<file path="config.mk">
export PLATFORM = sky130hd
export DESIGN_NAME = lsi_ctrl
export DESIGN_NICKNAME = d
export VERILOG_FILES = /design/src/rtl/lsi_pkg.sv /design/src/rtl/lsi_ctrl.sv
export SDC_FILE = /design/constraint.sdc
export NUM_CORES = 1
export LEC_CHECK = 0
export ABC_AREA = 1
export BUFFER_PORTS_ARGS = -buffer_cell sky130_fd_sc_hd__buf_2
export CORE_ASPECT_RATIO = 0.75
export CORE_MARGIN = 2
export CORE_UTILIZATION = 42
export DETAILED_ROUTE_END_ITERATION = 16
export HOLD_SLACK_MARGIN = 0.06
export PLACE_DENSITY = 0.76
export SKIP_LAST_GASP = 1
export SLEW_MARGIN = 25
export SYNTH_ARGS = -nofsm -noshare
export SYNTH_HDL_FRONTEND = slang
export SYNTH_SLANG_ARGS = --single-unit
</file>
<file path="constraint.sdc">
create_clock -name clk_i -period 1.25 [get_ports clk_i]
set_clock_uncertainty 0.05 [all_clocks]
set_input_delay 0.25 -clock clk_i [delete_from_list [all_inputs] [get_ports clk_i]]
set_output_delay 0.25 -clock clk_i [all_outputs]
set_load 0.02 [all_outputs]
</file>
<file path="src/rtl/lsi_pkg.sv">
package lsi_pkg;

  // Fixed field widths.
  localparam int unsigned COORD_W  = 16;
  localparam int unsigned DSQ_W    = 32;
  localparam int unsigned CFG_W    = 32;
  localparam int unsigned CFG_IDX_W = 3;
  localparam int unsigned MINNB_W  = 6;
  localparam int unsigned WIDX_W   = 6;

  // Configuration register indexes.
  localparam logic [CFG_IDX_W-1:0] CFG_BOX_X     = 3'd0;
  localparam logic [CFG_IDX_W-1:0] CFG_BOX_Y     = 3'd1;
  localparam logic [CFG_IDX_W-1:0] CFG_BOX_Z     = 3'd2;
  localparam logic [CFG_IDX_W-1:0] CFG_CUTOFF_SQ = 3'd3;
  localparam logic [CFG_IDX_W-1:0] CFG_LSI_CUT   = 3'd4;
  localparam logic [CFG_IDX_W-1:0] CFG_MIN_NB    = 3'd5;

  // Reset values of the configuration registers.
  localparam logic [15:0] BOX_RST     = 16'd12288;
  localparam logic [31:0] CUTOFF_RST  = 32'd2055208;
  localparam logic [15:0] LSI_CUT_RST = 16'd1515;
  localparam logic [5:0]  MIN_NB_RST  = 6'd4;

  // Number of steps of the remainder and square-root units.
  localparam int unsigned MOD_STEPS  = 16;
  localparam int unsigned SQRT_STEPS = 16;

  typedef struct packed {
    logic [15:0] x_pos;
    logic [15:0] y_pos;
    logic [15:0] z_pos;
    logic        last_water;
  } in_t;

  typedef struct packed {
    logic [5:0]  water_index;
    logic [31:0] lsi_value;
    logic        too_few_neighbors;
    logic        lsi_undefined;
    logic        last_result;
  } out_t;

  typedef enum logic [4:0] {
    S_LOAD,
    S_CLR,
    S_PI_RD,
    S_PI_CAP,
    S_PJ_RD,
    S_PJ_CAP,
    S_MOD,
    S_SQ,
    S_SUM,
    S_ADDI,
    S_ADDJ,
    S_IEND,
    S_OUT_INIT,
    S_O_RD,
    S_O_CAP,
    S_SCAN_INIT,
    S_SCAN_RD,
    S_SCAN_CMP,
    S_SQRT_INIT,
    S_SQRT,
    S_GAP,
    S_ACC,
    S_FIN,
    S_MUL,
    S_DIV_INIT,
    S_DIV,
    S_EMIT,
    S_OUT
  } state_e;

  // Commands from the controller to the datapath.
  typedef struct packed {
    logic load_en;
    logic clr_step;
    logic pi_rd;
    logic pi_cap;
    logic pj_rd;
    logic pj_cap;
    logic iter_step;
    logic sq_en;
    logic sum_en;
    logic add_i;
    logic add_j;
    logic i_end;
    logic out_init;
    logic o_cnt_rd;
    logic o_cnt_cap;
    logic scan_init;
    logic scan_rd;
    logic scan_cmp;
    logic rank_done;
    logic gap_en;
    logic acc_en;
    logic mul_en;
    logic div_start;
    logic emit;
    logic out_next;
    logic pass_end;
  } cmd_t;

  // Status from the datapath to the controller.
  typedef struct packed {
    logic last_item;
    logic n_lt2;
    logic clr_last;
    logic it_zero;
    logic pair_j_last;
    logic pair_i_last;
    logic fail;
    logic cnt_rd_zero;
    logic scan_last;
    logic rank_last;
    logic undef;
    logic out_last;
  } sts_t;

endpackage

</file>
<file path="src/rtl/lsi_ctrl.sv">
module lsi_ctrl (
  input  logic          clk_i,
  input  logic          rst_ni,
  input  logic          in_valid_i,
  output logic          in_stall_o,
  output logic          out_valid_o,
  input  logic          out_stall_i,
  input  lsi_pkg::sts_t sts_i,
  output lsi_pkg::cmd_t cmd_o
);

  lsi_pkg::state_e state_q, state_d;

  // State register.
  always_ff @(posedge clk_i or negedge rst_ni) begin
    if (!rst_ni) begin
      state_q <= lsi_pkg::S_LOAD;
    end else begin
      state_q <= state_d;
    end
  end

  assign in_stall_o  = (state_q != lsi_pkg::S_LOAD);
  assign out_valid_o = (state_q == lsi_pkg::S_OUT);

  // Next state and commands.
  always_comb begin
    state_d = state_q;
    cmd_o   = '0;
    case (state_q)
      lsi_pkg::S_LOAD: begin
        if (in_valid_i) begin
          cmd_o.load_en = 1'b1;
          if (sts_i.last_item) begin
            state_d = lsi_pkg::S_CLR;
          end
        end
      end
      lsi_pkg::S_CLR: begin
        cmd_o.clr_step = 1'b1;
        if (sts_i.clr_last) begin
          state_d = sts_i.n_lt2 ? lsi_pkg::S_OUT_INIT : lsi_pkg::S_PI_RD;
        end
      end
      lsi_pkg::S_PI_RD: begin
        cmd_o.pi_rd = 1'b1;
        state_d     = lsi_pkg::S_PI_CAP;
      end
      lsi_pkg::S_PI_CAP: begin
        cmd_o.pi_cap = 1'b1;
        state_d      = lsi_pkg::S_PJ_RD;
      end
      lsi_pkg::S_PJ_RD: begin
        cmd_o.pj_rd = 1'b1;
        state_d     = lsi_pkg::S_PJ_CAP;
      end
      lsi_pkg::S_PJ_CAP: begin
        cmd_o.pj_cap = 1'b1;
        state_d      = lsi_pkg::S_MOD;
      end
      lsi_pkg::S_MOD: begin
        if (sts_i.it_zero) begin
          state_d = lsi_pkg::S_SQ;
        end else begin
          cmd_o.iter_step = 1'b1;
        end
      end
      lsi_pkg::S_SQ: begin
        cmd_o.sq_en = 1'b1;
        state_d     = lsi_pkg::S_SUM;
      end
      lsi_pkg::S_SUM: begin
        cmd_o.sum_en = 1'b1;
        state_d      = lsi_pkg::S_ADDI;
      end
      lsi_pkg::S_ADDI: begin
        cmd_o.add_i = 1'b1;
        state_d     = lsi_pkg::S_ADDJ;
      end
      lsi_pkg::S_ADDJ: begin
        cmd_o.add_j = 1'b1;
        state_d     = sts_i.pair_j_last ? lsi_pkg::S_IEND : lsi_pkg::S_PJ_RD;
      end
      lsi_pkg::S_IEND: begin
        cmd_o.i_end = 1'b1;
        state_d     = sts_i.pair_i_last ? lsi_pkg::S_OUT_INIT : lsi_pkg::S_PI_RD;
      end
      lsi_pkg::S_OUT_INIT: begin
        cmd_o.out_init = 1'b1;
        state_d        = lsi_pkg::S_O_RD;
      end
      lsi_pkg::S_O_RD: begin
        cmd_o.o_cnt_rd = 1'b1;
        state_d        = lsi_pkg::S_O_CAP;
      end
      lsi_pkg::S_O_CAP: begin
        cmd_o.o_cnt_cap = 1'b1;
        if (sts_i.fail || sts_i.cnt_rd_zero) begin
          state_d = lsi_pkg::S_FIN;
        end else begin
          state_d = lsi_pkg::S_SCAN_INIT;
        end
      end
      lsi_pkg::S_SCAN_INIT: begin
        cmd_o.scan_init = 1'b1;
        state_d         = lsi_pkg::S_SCAN_RD;
      end
      lsi_pkg::S_SCAN_RD: begin
        cmd_o.scan_rd = 1'b1;
        state_d       = lsi_pkg::S_SCAN_CMP;
      end
      lsi_pkg::S_SCAN_CMP: begin
        cmd_o.scan_cmp = 1'b1;
        state_d = sts_i.scan_last ? lsi_pkg::S_SQRT_INIT : lsi_pkg::S_SCAN_RD;
      end
      lsi_pkg::S_SQRT_INIT: begin
        cmd_o.rank_done = 1'b1;
        state_d         = lsi_pkg::S_SQRT;
      end
      lsi_pkg::S_SQRT: begin
        if (sts_i.it_zero) begin
          state_d = lsi_pkg::S_GAP;
        end else begin
          cmd_o.iter_step = 1'b1;
        end
      end
      lsi_pkg::S_GAP: begin
        cmd_o.gap_en = 1'b1;
        state_d      = lsi_pkg::S_ACC;
      end
      lsi_pkg::S_ACC: begin
        cmd_o.acc_en = 1'b1;
        state_d = sts_i.rank_last ? lsi_pkg::S_FIN : lsi_pkg::S_SCAN_INIT;
      end
      lsi_pkg::S_FIN: begin
        state_d = (sts_i.fail || sts_i.undef) ? lsi_pkg::S_EMIT : lsi_pkg::S_MUL;
      end
      lsi_pkg::S_MUL: begin
        cmd_o.mul_en = 1'b1;
        state_d      = lsi_pkg::S_DIV_INIT;
      end
      lsi_pkg::S_DIV_INIT: begin
        cmd_o.div_start = 1'b1;
        state_d         = lsi_pkg::S_DIV;
      end
      lsi_pkg::S_DIV: begin
        if (sts_i.it_zero) begin
          state_d = lsi_pkg::S_EMIT;
        end else begin
          cmd_o.iter_step = 1'b1;
        end
      end
      lsi_pkg::S_EMIT: begin
        cmd_o.emit = 1'b1;
        state_d    = lsi_pkg::S_OUT;
      end
      lsi_pkg::S_OUT: begin
        if (!out_stall_i) begin
          if (sts_i.out_last) begin
            cmd_o.pass_end = 1'b1;
            state_d        = lsi_pkg::S_LOAD;
          end else begin
            cmd_o.out_next = 1'b1;
            state_d        = lsi_pkg::S_O_RD;
          end
        end
      end
      default: begin
        state_d = lsi_pkg::S_LOAD;
      end
    endcase
  end

endmodule

</file>
==> impl_metrics.csv, run 1 <==
group,metric,value,unit
outcome,lastStage,"global routing",
place,place_inst,275,
place,routabilityCongestion,0.9200,
logic_synthesis,ys_warn_count,0,
sta,crit_endpoint,"cmd_o[25]",
global_routing,grt_max_degree,8,
place,port_buffers,43,
global_routing,antenna_found_initial,0,
die,rows,15,
die,io_pins,44,
logic_synthesis,synth.distinct_cells,23,
logic_synthesis,synth_area_per_cell,5.250,um^2
cts,clock-sinks,5,
logic_synthesis,synth_top_cell_by_area,"nand2_1",
die,die_x,59.38,um
logic_synthesis,synth-seq-area-share,0.1295,
cts,clk_path_buf_depth,2,
logic_synthesis,syn-instance-count,184,
place,hpwl,2.768,mm
logic_synthesis,synth_area,965.9,um^2
logic_synthesis,ys_top_cells_by_area,"nand2_1 (17%), nor2_1 (16%), dfrtp_1 (13%)",
place,post_dp_cell_area,1513,um^2
logic_synthesis,ys_seq_elements,5,
sta,worstEpCategory,"output port",
die,start_util,0.4325,
cts,cts_buffers,3,
cts,htree_levels,1,
logic_synthesis,synth_nets,200,
logic_synthesis,synth.top_cell.area_share,0.1710,
cts,cts-root-buf,"clkbuf_4",
outcome,error,"[ERROR DPL-0033] detailed placement checks failed during check placement.",
die,die_h,45.53,um
outcome,status,"aborted with a tool error",
==> synthesized netlist by cell type, drive strengths merged <==
cell type	instances
nand2	50
nor2	49
inv	34
nand3	23
nor3	6
dfrtp	5
nand4	5
buf	3
a21oi	2
clkbuf	2
o21ai	2
clkinv	1
o211ai	1
o31ai	1
==> through the flow <==
stage / hold slack (ps) / setup WS, ps / setup TNS [ps]
global placement: 17.02 / -294.9 / -6384
detailed placement: 22.61 / -327.9 / -6963
CTS: 219.0 / -478.3 / -13540
floorplan: -95.59 / -178.2 / -1789
==> timing repair <==
action | CTS
setup endpoints to repair | 33
endpoints found under the hold margin | 5
setup buffers | 11
pin swaps | 9
hold buffers | 1
resized for setup | 72
==> cells by family after synthesis <==
logic type,Yosys count,synth area share
AOI/OAI and AO/OA,6,0.03627
buffers and inverters,40,0.1995
DFF,5,0.1295
and+or+nand+nor,133,0.6347
==> run 2, diff against run 1 <==
--- a/config.mk
+++ b/config.mk
@@ -7,12 +7,10 @@
 export LEC_CHECK = 0
 export ABC_AREA = 1
 export BUFFER_PORTS_ARGS = -buffer_cell sky130_fd_sc_hd__buf_2
-export CORE_ASPECT_RATIO = 0.75
-export CORE_MARGIN = 2
-export CORE_UTILIZATION = 42
+export CORE_AREA = 2 2 63 65
 export DETAILED_ROUTE_END_ITERATION = 16
-export HOLD_SLACK_MARGIN = 0.06
-export PLACE_DENSITY = 0.76
+export DIE_AREA = 0 0 65 67
+export PLACE_DENSITY_LB_ADDON = 0.15
 export SKIP_LAST_GASP = 1
 export SLEW_MARGIN = 25
 export SYNTH_ARGS = -nofsm -noshare
==> constraint.sdc (replaced) <==
create_clock -name clk_i -period 1.6 [get_ports clk_i]
set_clock_uncertainty 0.05 [all_clocks]
set_input_delay 0.32 -clock clk_i [delete_from_list [all_inputs] [get_ports clk_i]]
set_output_delay 0.32 -clock clk_i [all_outputs]
set_load 0.02 [all_outputs]
==> run 2 against run 1 <==
Effect of this change: the flow now finishes, with violations (negative setup slack); synthesized cell count is the same; synthesized area is the same.
==> impl_metrics.csv, run 2 <==
group,metric,value,unit
outcome,status,"complete, but fails checks",
outcome,failed_checks,"negative setup slack",
logic_synthesis,ys_top_cells_by_area,"nand2_1 (17%), nor2_1 (16%), dfrtp_1 (13%)",
detailed_routing,wire_per_inst,12.26,um
setup_path,ff2ff_setup_slack,-100,ps
global_routing,grt_max_degree,9,
detailed_routing,vias_per_cell,4.615,
setup_path,arrival,1380,ps
final_layout,mostFrequentLayoutCells,"buf_4 (42), nand2_1 (36), nor2_1 (22)",
global_routing,track_usage,0.1739,
sta,relSlewSlack,0.7260,
detailed_routing,wl,3.885,mm
cts,clkTransAtPathRegs,40,ps
cts,worst_skew_pair.late_latency,220,ps
logic_synthesis,ys_seq_elements,5,
flow_run,cap_violations,0,
logic_synthesis,synth_top_cell_by_area,"nand2_1",
setup_path,endpoint_kind,"output port",
logic_synthesis,synth.distinct_cells,23,
final_layout,syn_to_final_growth,104.3,%
detailed_routing,drc_errors,0,
logic_synthesis,synth_area,965.9,um^2
cts,htree_levels,1,
global_routing,grt_overflow,0,
final_layout,reg_top3,"state_q x5",
sta,worst_pin_slew,407.9,ps
final_layout,nets,286,
setup_path,start_kind,"register",
cts,clock-sinks,5,
power_and_ir_drop,p_leak,1.111,nW
cts,cts_tree,"yes",
sta,finalMaxSlewViolations,0,
power_and_ir_drop,power_density,1689,nW/um^2
final_layout,post-route-util,0.5472,
final_layout,layout_commonest_cell,"buf_4",
final_layout,largest_reg_flops,5,
logic_synthesis,synth-seq-area-share,0.1295,
logic_synthesis,synth_area_per_cell,5.250,um^2
final_layout,stdcell_count,317,
logic_synthesis,synth.top_cell.area_share,0.1710,
cts,clk_path_buf_depth,2,
place,port_buffers,43,
global_routing,grt_pass1_vias,1333,
final_layout,top_register,"state_q",
logic_synthesis,yosys-top-cells-count,"nand2_1 (44), nor2_1 (41), inv_1 (28)",
place,place_inst,293,
logic_synthesis,syn-instance-count,184,
logic_synthesis,ys.flop_type,"dfrtp_1",
logic_synthesis,ys_warn_count,0,
setup_path,required,1230,ps
sta,fin_ws,-153.1,ps
detailed_routing,vias,1463,
setup_path,timing_worst_setup_path_type,"reg -> out",
die,io_pins,44,
min_path,hold_class,"in -> reg",
logic_synthesis,synth-async-reset-ratio,1.000,
detailed_routing,ant_nets,0,
global_routing,grt_pass1_wl,5.851,mm
die,rows,22,
sta,setup_viol,28,
cts,cts_buffers,3,
die,die_h,67,um
place,hpwl,2.924,mm
die,die-area,4355,um^2
sta,max_freq,0.5704,GHz
detailed_routing,drt_iter0_markers,63,
logic_synthesis,synth-edff-count,0,
cts,cts-root-buf,"clkbuf_8",
setup_path,critPathMaxFanout,5,
logic_synthesis,synth_nets,200,
die,coreArea,3606,um^2
die,die_x,65,um
place,routabilityCongestion,0.8999,
sta,fin_crit,1753,ps
sta,fin_crit_sh,1.096,
sta,rsz0062_at_grt,"yes",
power_and_ir_drop,ir_drop,0.8494,mV
die,start_util,0.2679,
detailed_routing,first_pass_iters,4,
final_layout,antennaDiodeCount,0,
global_routing,antenna_found_initial,0,
logic_synthesis,yosysMostFrequentCell,"nand2_1",
sta,hold_viol,0,
final_layout,drive_gt1_frac,0.6022,
## run 2: cell counts after synthesis
No cell type changed its count.
## run 2: metrics by stage
stage	total power, mW	setup WS, ps	cell area, um^2	TNS (ps)	hold WS [ps]
final	3.333	-153.1	1973	-2618	327.0
after global placement	2.150	-84.75	1381	-155.6	92.81
after floorplan	1.508	-8.958	978.4	-8.958	-25.59
after global routing	3.572	-218.6	1973	-4411	347.9
after detailed placement	2.131	-77.39	1381	-128.6	95.04
after CTS	2.832	-138.1	1709	-2207	333.5
## run 2: cell families (layout without fill, tap and decap cells)
group | Yosys count | after routing | synth area share
and+or+nand+nor | 133 | 133 | 0.6347
buffers and inverters | 40 | 125 | 0.1995
AOI/OAI and AO/OA | 6 | 6 | 0.03627
DFF | 5 | 5 | 0.1295
## run 2: power by group
group | leakage (nW) | switching, mW | internal [mW]
Clock | 0.0228 | 0.0619 | 0.171
Sequential | 0.0589 | 0.139 | 0.198
Combinational | 1.03 | 1.57 | 1.19
## run 2: metal layers
layer	GRT usage	vias to the layer above	part of all wire
met1	0.2222	676	0.44
met4	0.06649	0	0.019
met5	0	-	0
li1	-	734	-
met3	0.01182	11	0.039
met2	0.3041	42	0.51
## run 2: critical path: stages, from the launching register on
cell     delay, ps
dfrtp_2        440
inv_2          150
nand2_4        100
nor2_2         130
inv_1          100
nor2_1          80
buf_2          160
## run 2: area by class of cell
class | count | area (um^2)
fill | 346 | 1633
multi-input combinational | 139 | 889.6
timing repair buffer | 86 | 696.9
inverter | 35 | 151.4
sequential | 5 | 130.1
tap | 48 | 60.06
clock buffer | 4 | 45.04
## run 2: worst paths after layout
kind | start | to | cells after the start
worst min register to register | state_q[4]$_DFFE_PN0P_ | state_q[4]$_DFFE_PN0P_ | 2
min in group asynchronous | rst_ni | state_q[0]$_DFFE_PN0P_ | 2
worst max register to register | state_q[4]$_DFFE_PN0P_ | state_q[0]$_DFFE_PN0P_ | 11
worst min-delay path | sts_i[8] | state_q[2]$_DFFE_PN0P_ | 4
max in group asynchronous | rst_ni | state_q[4]$_DFFE_PN0P_ | 2
worst max-delay path | state_q[3]$_DFFE_PN0P_ | cmd_o[4] | 6
## run 2: what timing repair did
item	CTS	global route
setup buffers	9	11
endpoints found under the setup margin	30	32
hold buffers	1	0
gates resized for setup	65	59
pin swaps	3	14
hold endpoints to repair	5	0
Note: power is estimated with default switching activity, not from simulation.
==> run 3, diff against run 2 <==
--- a/config.mk
+++ b/config.mk
@@ -6,11 +6,13 @@
 export NUM_CORES = 1
 export LEC_CHECK = 0
 export ABC_AREA = 1
-export BUFFER_PORTS_ARGS = -buffer_cell sky130_fd_sc_hd__buf_2
 export CORE_AREA = 2 2 63 65
 export DETAILED_ROUTE_END_ITERATION = 16
 export DIE_AREA = 0 0 65 67
+export DONT_BUFFER_PORTS = 1
 export PLACE_DENSITY_LB_ADDON = 0.15
+export RECOVER_POWER = 50
+export SETUP_SLACK_MARGIN = 0.02
 export SKIP_LAST_GASP = 1
 export SLEW_MARGIN = 25
 export SYNTH_ARGS = -nofsm -noshare
==> run 3 against run 2 <==
Effect of this change: highest routed layer unchanged; first-iteration DRC count down 13%; clock power about the same; power down 6.9%; the run still ends with negative setup slack left.
==> impl_metrics.csv, run 3 (synthesis gave the netlist of run 2 again) <==
group,metric,value,unit
outcome,status,"complete, but fails checks",
outcome,failed_checks,"negative setup slack",
sta,finalMaxSlewViolations,0,
final_layout,antennaDiodeCount,0,
final_layout,drive_gt1_frac,0.5513,
cts,clock-sinks,5,
detailed_routing,ant_nets,0,
min_path,hold_end,"state_q[2]$_DFFE_PN0P_",
die,start_util,0.2679,
global_routing,grt_max_degree,9,
setup_path,timing_worst_setup_path_type,"reg -> out",
die,die_h,67,um
sta,rsz0062_at_grt,"yes",
min_path,holdPathStages,3,
setup_path,r2r_end,"state_q[0]$_DFFE_PN0P_",
sta,fin_ws,-109.3,ps
sta,worst_pin_slew,411.6,ps
power_and_ir_drop,ir_drop,0.8944,mV
detailed_routing,first_pass_iters,4,
global_routing,track_usage,0.1735,
min_path,hp-start,"sts_i[8]",
die,die_x,65,um
global_routing,grt_pass1_vias,1256,
final_layout,fillCellCount,375,
final_layout,mostFrequentLayoutCells,"nand2_1 (36), buf_4 (29), nor2_1 (25)",
global_routing,grt_pass1_wl,5.782,mm
sta,fin_crit_sh,1.068,
final_layout,nets,251,
setup_path,r2r_start,"state_q[2]$_DFFE_PN0P_",
sta,setup_viol,28,
die,die-area,4355,um^2
global_routing,grt_overflow,0,
final_layout,top_register,"state_q",
die,coreArea,3606,um^2
setup_path,ff2ff_setup_slack,-40,ps
detailed_routing,drt_iter0_markers,55,
setup_path,critPathMaxFanout,5,
cts,cts-root-buf,"clkbuf_8",
cts,clkTransAtPathRegs,40,ps
setup_path,endpoint_kind,"output port",
place,port_buffers,0,
die,rows,22,
flow_run,cap_violations,0,
cts,htree_levels,1,
final_layout,largest_reg_flops,5,
sta,hold_viol,0,
sta,relSlewSlack,0.7235,
detailed_routing,wl,3.786,mm
power_and_ir_drop,power_density,1763,nW/um^2
cts,clk_path_buf_depth,2,
detailed_routing,vias_per_cell,4.759,
sta,whs,254.9,ps
global_routing,antenna_found_initial,0,
setup_path,arrival,1340,ps
min_path,hold_class,"in -> reg",
place,hpwl,2.890,mm
cts,worst_skew_pair.late_latency,220,ps
place,post-place-ws,-78.66,ps
final_layout,layout_commonest_cell,"nand2_1",
detailed_routing,vias,1342,
cts,cts_tree,"yes",
final_layout,reg_top3,"state_q x5",
setup_path,start_kind,"register",
power_and_ir_drop,p_leak,0.9320,nW
final_layout,syn_to_final_growth,82.25,%
sta,max_freq,0.5850,GHz
die,io_pins,44,
sta,fin_crit,1709,ps
setup_path,r2r.worst_path.cells,10,
cts,cts_buffers,3,
place,routabilityCongestion,0.9630,
setup_path,required,1230,ps
detailed_routing,wire_per_inst,13.43,um
detailed_routing,drc_errors,0,
## run 3: stage by stage
stage                       util  TNS (ps)  instance area [um^2]  instances  power, mW
after floorplan                -    -8.958                 978.4        184      1.508
after global placement    0.3387    -113.3                  1221        259      1.968
after detailed placement  0.3387    -98.47                  1221        259      1.963
after CTS                 0.4535     -1237                  1635        280      2.849
after global routing      0.4882     -3507                  1760        282      3.322
final                     0.4882     -1673                  1760        282      3.104
## run 3: layout make-up
class                      instances  area [um^2]  area share
timing repair buffer              51        464.2      0.2637
tap                               48        60.06     0.03412
multi-input combinational        139        905.9      0.5146
sequential                         5        130.1     0.07392
clock buffer                       4        45.04     0.02559
inverter                          35        155.1     0.08813
## run 3: metal layers
| layer | share of wire | wire [um] | GRT usage | vias to the layer above |
|---|---|---|---|---|
| met4 | 0.017 | 63 | 0.04787 | 0 |
| met3 | 0.052 | 195 | 0.02365 | 6 |
| met1 | 0.38 | 1457 | 0.1988 | 622 |
| met5 | 0 | 0 | 0 | - |
| li1 | - | - | - | 667 |
| met2 | 0.55 | 2070 | 0.3325 | 47 |
## run 3: how the worst max path moves through the flow
stage / startpoint / depth (start not counted) / slack, ps / endpoint
final: state_q[2]$_DFFE_PN0P_ / 5 / -110 / cmd_o[22]
after global routing: state_q[2]$_DFFE_PN0P_ / 6 / -150 / cmd_o[18]
after CTS: state_q[0]$_DFFE_PN0P_ / 7 / -100 / cmd_o[19]
after detailed placement: state_q[4]$_DFFE_PN0P_ / 6 / -80 / state_q[4]$_DFFE_PN0P_
after global placement: state_q[4]$_DFFE_PN0P_ / 6 / -50 / state_q[4]$_DFFE_PN0P_
after floorplan: state_q[3]$_DFFE_PN0P_ / 7 / -9 / cmd_o[25]
## run 3: timing repair
item / 4_1_cts / 5_1_grt
hold buffers: 1 / 0
pin swaps: 12 / 10
setup endpoints to repair: 32 / 33
endpoints found under the hold margin: 5 / 0
cloned: 0 / 0
resized for setup: 76 / 29
buffers inserted: 16 / 2
## run 3: power breakdown
part,internal [mW],switching [mW]
combinational,0.995,1.53
clock,0.171,0.0592
sequential,0.198,0.147
## run 3: critical path, cell delays in order (launching register included)
cell and delay, ps:
dfrtp_2 450, nor2_4 220, buf_6 150, nand2_4 50
nor2_2 120, buf_6 120
